## config.mk

```make
export PLATFORM = sky130hd
export DESIGN_NAME = simd_multiple_structure_access_sequencer
export DESIGN_NICKNAME = d
export VERILOG_FILES = /design/src/hdl/smsa_pkg.sv /design/src/hdl/smsa_front.sv /design/src/hdl/smsa_queue.sv /design/src/hdl/smsa_back.sv /design/src/hdl/simd_multiple_structure_access_sequencer.sv
export SDC_FILE = /design/constraint.sdc
export NUM_CORES = 1
export LEC_CHECK = 0
export BUFFER_PORTS_ARGS = -buffer_cell sky130_fd_sc_hd__buf_2
export CAP_MARGIN = 20
export CORE_MARGIN = 5
export CORE_UTILIZATION = 55
export DETAILED_ROUTE_END_ITERATION = 6
export PLACE_DENSITY = 0.86
export SLEW_MARGIN = 0
export SYNTH_ARGS = -nofsm -noshare
export SYNTH_HDL_FRONTEND = slang
export SYNTH_HIERARCHICAL = 1
export SYNTH_SLANG_ARGS = --single-unit
```

## constraint.sdc

```tcl
create_clock -name clk -period 18.1 [get_ports clk]
set_clock_uncertainty 0.2 [all_clocks]
set_input_delay 0 -clock clk [delete_from_list [all_inputs] [get_ports clk]]
set_output_delay 0 -clock clk [all_outputs]
set_load 0.005 [all_outputs]
```

## src/hdl/smsa_pkg.sv

```systemverilog
// ----------------------------------------------------------------------------
// smsa_pkg
// Types and constants for the SIMD multiple-structure access sequencer.
// ----------------------------------------------------------------------------
package smsa_pkg;

  typedef enum logic [1:0] {
    STATUS_ACCESS   = 2'd0,
    STATUS_UNALLOC  = 2'd1,
    STATUS_RESERVED = 2'd2
  } status_t;

  localparam logic [3:0] OPC_ST4    = 4'b0000;
  localparam logic [3:0] OPC_ST1_X4 = 4'b0010;
  localparam logic [3:0] OPC_ST3    = 4'b0100;
  localparam logic [3:0] OPC_ST1_X3 = 4'b0110;
  localparam logic [3:0] OPC_ST1_X1 = 4'b0111;
  localparam logic [3:0] OPC_ST2    = 4'b1000;
  localparam logic [3:0] OPC_ST1_X2 = 4'b1010;

  localparam logic [1:0] SIZE_DOUBLE = 2'b11;
  localparam logic [4:0] REG_IMM     = 5'd31;

  typedef struct packed {
    logic        operation;
    logic        writeback;
    logic        full_width;
    logic [3:0]  opcode_field;
    logic [1:0]  element_size_code;
    logic [4:0]  base_reg;
    logic [4:0]  offset_reg;
    logic [4:0]  first_vector;
    logic [63:0] base_value;
    logic [63:0] offset_value;
  } req_t;

  typedef struct packed {
    status_t     status;
    logic        access_is_load;
    logic [63:0] access_address;
    logic [4:0]  access_bytes;
    logic [4:0]  vector_reg;
    logic [3:0]  element_index;
    logic        whole_register;
    logic        writeback_valid;
    logic [4:0]  writeback_reg;
    logic [63:0] writeback_value;
    logic        last;
  } rsp_t;

  // one classified instruction, as queued between front and back
  typedef struct packed {
    status_t     status;
    logic        is_load;
    logic        whole;
    logic [63:0] base;
    logic [3:0]  last_lane;
    logic [1:0]  last_member;
    logic [4:0]  bytes;
    logic [4:0]  first_vector;
    logic        wb_valid;
    logic [4:0]  wb_reg;
    logic [63:0] wb_value;
  } desc_t;

endpackage

```

## src/hdl/smsa_front.sv

```systemverilog
// ----------------------------------------------------------------------------
// smsa_front
// Decodes one instruction into an access descriptor: error class, loop
// bounds, access size and the post-index writeback value.
// ----------------------------------------------------------------------------
module smsa_front (
  input  smsa_pkg::req_t  req,
  output smsa_pkg::desc_t desc
);
  import smsa_pkg::*;

  logic [2:0]  selem;
  logic [2:0]  rpt;
  logic        legal;
  logic        interleaved;
  logic [4:0]  reg_bytes;
  logic [4:0]  elem_bytes;
  logic [4:0]  lanes;
  logic [6:0]  total;
  logic [63:0] step;

  always_comb begin
    selem = 3'd1;
    rpt   = 3'd1;
    legal = 1'b1;
    unique case (req.opcode_field)
      OPC_ST4:    selem = 3'd4;
      OPC_ST1_X4: rpt   = 3'd4;
      OPC_ST3:    selem = 3'd3;
      OPC_ST1_X3: rpt   = 3'd3;
      OPC_ST1_X1: rpt   = 3'd1;
      OPC_ST2:    selem = 3'd2;
      OPC_ST1_X2: rpt   = 3'd2;
      default:    legal = 1'b0;
    endcase

    interleaved = (selem != 3'd1);
    reg_bytes   = req.full_width ? 5'd16 : 5'd8;
    elem_bytes  = 5'd1 << req.element_size_code;
    lanes       = reg_bytes >> req.element_size_code;

    desc              = '0;
    desc.is_load      = req.operation;
    desc.base         = req.base_value;
    desc.first_vector = req.first_vector;
    desc.wb_reg       = req.base_reg;

    if (!legal) begin
      desc.status = STATUS_UNALLOC;
    end else if (req.element_size_code == SIZE_DOUBLE && !req.full_width && interleaved) begin
      desc.status = STATUS_RESERVED;
    end else begin
      desc.status = STATUS_ACCESS;
    end

    if (interleaved) begin
      desc.last_member = 2'(selem - 3'd1);
      desc.last_lane   = 4'(lanes - 5'd1);
      desc.bytes       = elem_bytes;
      desc.whole       = 1'b0;
    end else begin
      desc.last_member = 2'(rpt - 3'd1);
      desc.last_lane   = 4'd0;
      desc.bytes       = reg_bytes;
      desc.whole       = 1'b1;
    end

    // total bytes is members (or repeats) times one register's bytes
    total         = (7'(desc.last_member) + 7'd1) << (req.full_width ? 3'd4 : 3'd3);
    step          = (req.offset_reg == REG_IMM) ? {57'd0, total} : req.offset_value;
    desc.wb_value = req.base_value + step;
    desc.wb_valid = req.writeback && (desc.status == STATUS_ACCESS);
  end

endmodule

```

## src/hdl/smsa_queue.sv

```systemverilog
// ----------------------------------------------------------------------------
// smsa_queue
// Short descriptor queue between the decode front and the access back end.
// ----------------------------------------------------------------------------
module smsa_queue #(
  parameter int Depth = 2
) (
  input  logic            clk,
  input  logic            rst,
  input  logic            push,
  input  smsa_pkg::desc_t push_data,
  output logic            full,
  input  logic            pop,
  output smsa_pkg::desc_t head,
  output logic            head_valid
);
  import smsa_pkg::*;

  localparam int PtrW = (Depth > 1) ? $clog2(Depth) : 1;
  localparam int CntW = $clog2(Depth + 1);
  localparam logic [PtrW-1:0] PtrLast = PtrW'(Depth - 1);
  localparam logic [CntW-1:0] CntFull = CntW'(Depth);

  desc_t           entries [Depth];
  logic [PtrW-1:0] wr_ptr;
  logic [PtrW-1:0] rd_ptr;
  logic [CntW-1:0] count;
  logic            do_push;
  logic            do_pop;

  assign full       = (count == CntFull);
  assign head_valid = (count != '0);
  assign head       = entries[rd_ptr];
  assign do_push    = push && !full;
  assign do_pop     = pop && head_valid;

  always_ff @(posedge clk) begin
    if (rst) begin
      wr_ptr <= '0;
      rd_ptr <= '0;
      count  <= '0;
    end else begin
      if (do_push) begin
        wr_ptr <= (wr_ptr == PtrLast) ? '0 : wr_ptr + PtrW'(1);
      end
      if (do_pop) begin
        rd_ptr <= (rd_ptr == PtrLast) ? '0 : rd_ptr + PtrW'(1);
      end
      if (do_push && !do_pop) begin
        count <= count + CntW'(1);
      end else if (do_pop && !do_push) begin
        count <= count - CntW'(1);
      end
    end
  end

  always_ff @(posedge clk) begin
    if (do_push) begin
      entries[wr_ptr] <= push_data;
    end
  end

endmodule

```

## src/hdl/smsa_back.sv

```systemverilog
// ----------------------------------------------------------------------------
// smsa_back
// Walks the lane and member counters of the head descriptor and issues one
// access beat per cycle into the output register whenever that register is empty or being taken.
// ----------------------------------------------------------------------------
module smsa_back (
  input  logic            clk,
  input  logic            rst,
  input  smsa_pkg::desc_t head,
  input  logic            head_valid,
  output logic            pop,
  output smsa_pkg::rsp_t  rsp,
  output logic            rsp_valid,
  input  logic            rsp_ready
);
  import smsa_pkg::*;

  logic [3:0] lane;
  logic [1:0] member;
  logic [6:0] offset;
  logic       advance;
  logic       final_beat;
  rsp_t       rsp_next;

  assign advance    = head_valid && (!rsp_valid || rsp_ready);
  assign final_beat = (head.status != STATUS_ACCESS) ||
                      (lane == head.last_lane && member == head.last_member);
  assign pop        = advance && final_beat;

  always_comb begin
    rsp_next      = '0;
    rsp_next.last = final_beat;
    if (head.status != STATUS_ACCESS) begin
      rsp_next.status = head.status;
    end else begin
      rsp_next.status         = STATUS_ACCESS;
      rsp_next.access_is_load = head.is_load;
      rsp_next.access_address = head.base + {57'd0, offset};
      rsp_next.access_bytes   = head.bytes;
      rsp_next.vector_reg     = head.first_vector + {3'd0, member};
      rsp_next.element_index  = lane;
      rsp_next.whole_register = head.whole;
      if (final_beat && head.wb_valid) begin
        rsp_next.writeback_valid = 1'b1;
        rsp_next.writeback_reg   = head.wb_reg;
        rsp_next.writeback_value = head.wb_value;
      end
    end
  end

  always_ff @(posedge clk) begin
    if (rst) begin
      lane      <= '0;
      member    <= '0;
      offset    <= '0;
      rsp_valid <= 1'b0;
    end else begin
      if (advance) begin
        rsp_valid <= 1'b1;
        if (final_beat) begin
          lane   <= '0;
          member <= '0;
          offset <= '0;
        end else begin
          offset <= offset + {2'd0, head.bytes};
          if (member == head.last_member) begin
            member <= '0;
            lane   <= lane + 4'd1;
          end else begin
            member <= member + 2'd1;
          end
        end
      end else if (rsp_ready) begin
        rsp_valid <= 1'b0;
      end
    end
  end

  always_ff @(posedge clk) begin
    if (advance) begin
      rsp <= rsp_next;
    end
  end

endmodule

```

## src/hdl/simd_multiple_structure_access_sequencer.sv

```systemverilog
// ----------------------------------------------------------------------------
// simd_multiple_structure_access_sequencer
// Expands one LD1-LD4 / ST1-ST4 (multiple structures) instruction into its
// ordered memory access beats.
// ----------------------------------------------------------------------------
// An instruction is decoded on acceptance and parked in a short queue; the
// back end then issues one access beat per cycle from it while the receiver
// keeps up, so an instruction yields 1 to 64 beats (number of registers for
// the whole register forms, lanes times members for the interleaved forms,
// one beat for an illegal or reserved encoding). The one-beat-per-cycle
// access counter of the back end sets the sustained rate when the output is
// not stalled; the instruction being expanded holds its queue slot until its
// last beat issues, so up to QueueDepth - 1 further instructions can be
// accepted meanwhile. Writeback rides on the beat flagged last.
module simd_multiple_structure_access_sequencer #(
  parameter int QueueDepth = 2
) (
  input  logic           clk,
  input  logic           rst,
  input  logic           req_valid,
  output logic           req_ready,
  input  smsa_pkg::req_t req,
  output logic           rsp_valid,
  input  logic           rsp_ready,
  output smsa_pkg::rsp_t rsp
);
  import smsa_pkg::*;

  desc_t dec_desc;
  desc_t head;
  logic  head_valid;
  logic  q_full;
  logic  pop;

  assign req_ready = !q_full;

  smsa_front u_front (
    .req  (req),
    .desc (dec_desc)
  );

  smsa_queue #(
    .Depth (QueueDepth)
  ) u_queue (
    .clk        (clk),
    .rst        (rst),
    .push       (req_valid && req_ready),
    .push_data  (dec_desc),
    .full       (q_full),
    .pop        (pop),
    .head       (head),
    .head_valid (head_valid)
  );

  smsa_back u_back (
    .clk        (clk),
    .rst        (rst),
    .head       (head),
    .head_valid (head_valid),
    .pop        (pop),
    .rsp        (rsp),
    .rsp_valid  (rsp_valid),
    .rsp_ready  (rsp_ready)
  );

  a_error_single_beat : assert property (@(posedge clk) disable iff (rst)
    rsp_valid && rsp.status != STATUS_ACCESS |-> rsp.last && !rsp.writeback_valid)
    else $error("error beat not a single last beat");

  a_wb_only_last : assert property (@(posedge clk) disable iff (rst)
    rsp_valid && rsp.writeback_valid |-> rsp.last)
    else $error("writeback on a non-last beat");

  a_whole_index_zero : assert property (@(posedge clk) disable iff (rst)
    rsp_valid && rsp.whole_register |-> rsp.element_index == 4'd0)
    else $error("whole register beat with nonzero lane");

  a_pop_on_beat : assert property (@(posedge clk) disable iff (rst)
    pop |=> rsp_valid && rsp.last)
    else $error("descriptor retired without a last beat");

endmodule

```

==> impl_metrics.toml <==
[final_layout]
syn_to_final_growth_pct = 20.8
mostFrequentLayoutCell = "edfxtp_1"
multiInputGateArea_um2 = 9370
nets = 2602
layout_common_cells = "edfxtp_1, buf_2, dlygate4sd3_1, and2_1, a21oi_1"
seq_area_um2 = 14200
largest_reg_flops = 308
antennaDiodeCount = 0
fillCellCount = 3023
drive_gt1_share_pct = 24.2

[detailed_routing]
dr.pass1.iters = 6
first_iter_violations = 1976
wire_per_inst_um = 22.4
wl_um = 66900
antenna_left = 0
drc = 0
via_per_inst = 5.99
vias = 17900

[clock_tree]
cts.sinks = 480
clock_latency_ns = 0.60
cts_made_buffers = 49
cts_root_buf = "clkbuf_16"
tritoncts = "built"
cts_setup_buffers = 0
h-tree-depth = 2
cts_buffer_depth = 3
path_clk_slew_ns = 0.06

[worst_setup_path]
worst_ep_arrival_time_ns = 5.58
cp_max_fo = 5
path_class = "input port to register"
required_ns = 18.24
r2r-end = "u_back/rsp[128]"
worstSetupEndpointType = "register"
crit_start = "req[145]"
reg2reg_depth = 8
cp-start-kind = "input port"
r2r_slack_ns = 13.41

[synth]
synth_cell_types = 80
syn_nets = 2170
synth_edf_count = 461
synth-seq-area-share_pct = 57.6
syn_avg_cell_area_um2 = 12.8
synth_top_family_by_area = "simple AND/OR/NAND/NOR gates"
synth_async_sr_flop_share_pct = 0
synth-simple-area-share_pct = 12.3
ys.warnings.count = 6
ys_ff_latch = 480
synthAdderAreaFrac_pct = 4.53
synthesis.instances = 1927
synth_compound_area_share_pct = 9.19
muxShareOfSynthArea_pct = 8.06
syn-cell-area_um2 = 24700
synth_xor_area_share_pct = 3.87
synthFlopType = "edfxtp_1"

[grt]
grt_usage_pct = 26.4
grt_max_degree = 98
grt_pass1_wl_um = 103000
antenna_found_initial = 1
overflow = 0
grt_pass1_vias = 18300

[timing]
hold_violations = 0
tightest_slew_ns = 1.06
final.min_clock_period_ns = 5.44
finalSetupViolCount = 0
tns_ns = 0
fin_crit_sh_pct = 30.1
hold_slack_ns = 0.0239
max_freq_mhz = 184
slew_violations = 0
setup_slack_ns = 12.66
rsz0062_at_grt = "false"
slew_headroom_pct = 28.8

[hold_path]
hold_depth = 2
hold_class = "input port to register"
worstHoldStart = "req[123]"
hold_path_end = "u_queue/entries[1][145]"

[floorplanning]
die_area_um2 = 49200
die_height_um = 222
die_x_um = 222
io_pins = 311
row_count = 77
core_region_area_um2 = 44300
initial_core_util_pct = 55.7

[placement]
dp_slack_ns = 13.13
dpl.hpwl_um = 43400
place_congestion = 0.948
io_buffers = 310

[outcome]
status = "completed"

[flow_run]
max_cap_violations = 0

[power]
p_total_mw = 3.82
power.density_nw_per_um2 = 128
power.leakage_nw = 11.2
worst_ir_drop_vdd_v = 0.000133
cell type report:
cell class	count	share of cell area, %
well taps	592	2.48
clock buffers	58	4.23
flip-flops and latches	480	47.7
inverters	30	0.411
repair buffers	545	12.9
clock inverters	30	0.797
multi-input cells	1253	31.4
logic make-up (layout without fill, tap and decap cells):
kind of cell,Yosys count,after routing
mux,157,157
fa+ha+maj,87,87
flops,480,480
simple gates,547,547
buf+inv,194,663
xor+xnor,109,109
compound gates,353,353
worst max-delay path by stage:
stage,slack [ns],to
finish,12.66,u_queue/entries[1][63]
global route,12.57,u_queue/entries[1][63]
CTS,12.99,u_queue/entries[0][63]
detailed placement,13.13,u_queue/entries[0][58]
global placement,13.28,u_queue/entries[0][58]
floorplan,12.07,u_back/member[1]
report_power, final:
group	total [mW]	internal, mW	switching [mW]	leakage [nW]
Clock	0.958	0.529	0.430	0.724
Combinational	1.15	0.453	0.694	5.99
Sequential	1.71	1.60	0.108	4.52
critical path, stage by stage:
cell and delay (ns):
dlygate4sd3_1 0.57, buf_2 0.16, nor2_1 0.38, ha_1 0.34, o21ai_0 0.17, o21ai_0 0.20, ha_1 0.43, nand3_1 0.16
o21ai_0 0.14, o21ba_1 0.26, o21ai_0 0.54, a2111oi_0 0.30, buf_4 0.22, o21ai_1 0.23, nand2_1 0.18, a221oi_1 0.59
xnor2_1 0.12, dlygate4sd3_1 0.59
through the flow:
stage          utilization (%)  cell area (um^2)  cells
2_1_floorplan                -             24700   1927
3_3_place_gp              59.0             26100   2682
3_5_place_dp              59.0             26100   2682
4_1_cts                   67.3             29800   2988
5_1_grt                   67.3             29800   2988
6_report                  67.3             29800   2988
cell usage after synthesis (all sizes together), types with 6 or more instances:
cell	number	area, um^2
nor2b	16	100
a21oi	134	671
a21o	32	240
a211oi	13	97.6
or4	31	233
xor2	58	508
nand3	25	125
xnor2	51	447
o21a	10	75.1
a31oi	6	52.6
buf	101	744
nor2	97	372
and4	7	61.3
and2	152	951
edfxtp	461	13800
and3	15	93.8
o31ai	36	270
inv	30	113
o21ai	55	279
dfxtp	19	380
o211ai	14	110
nor3b	8	60.1
nand2	97	364
ha	83	1040
nand4	37	253
nor3	26	146
clkbuf	63	239
o2111ai	13	114
mux2	154	1960
nand2b	10	62.6
or3	10	63.8
o21bai	10	75.1
routing by layer:
metal | wire length, um | track usage (%)
met5 | 0 | 0
met4 | 3560 | 13.0
met3 | 5150 | 4.55
met2 | 32800 | 44.4
met1 | 25300 | 33.3
what timing repair did:
| item | 4_1_cts | 5_1_grt |
|---|---|---|
| hold buffers | 218 | 0 |
| endpoints found under the hold margin | 340 | 0 |
| gates resized for setup | 0 | 0 |
Power figures use the tool's default switching activity.
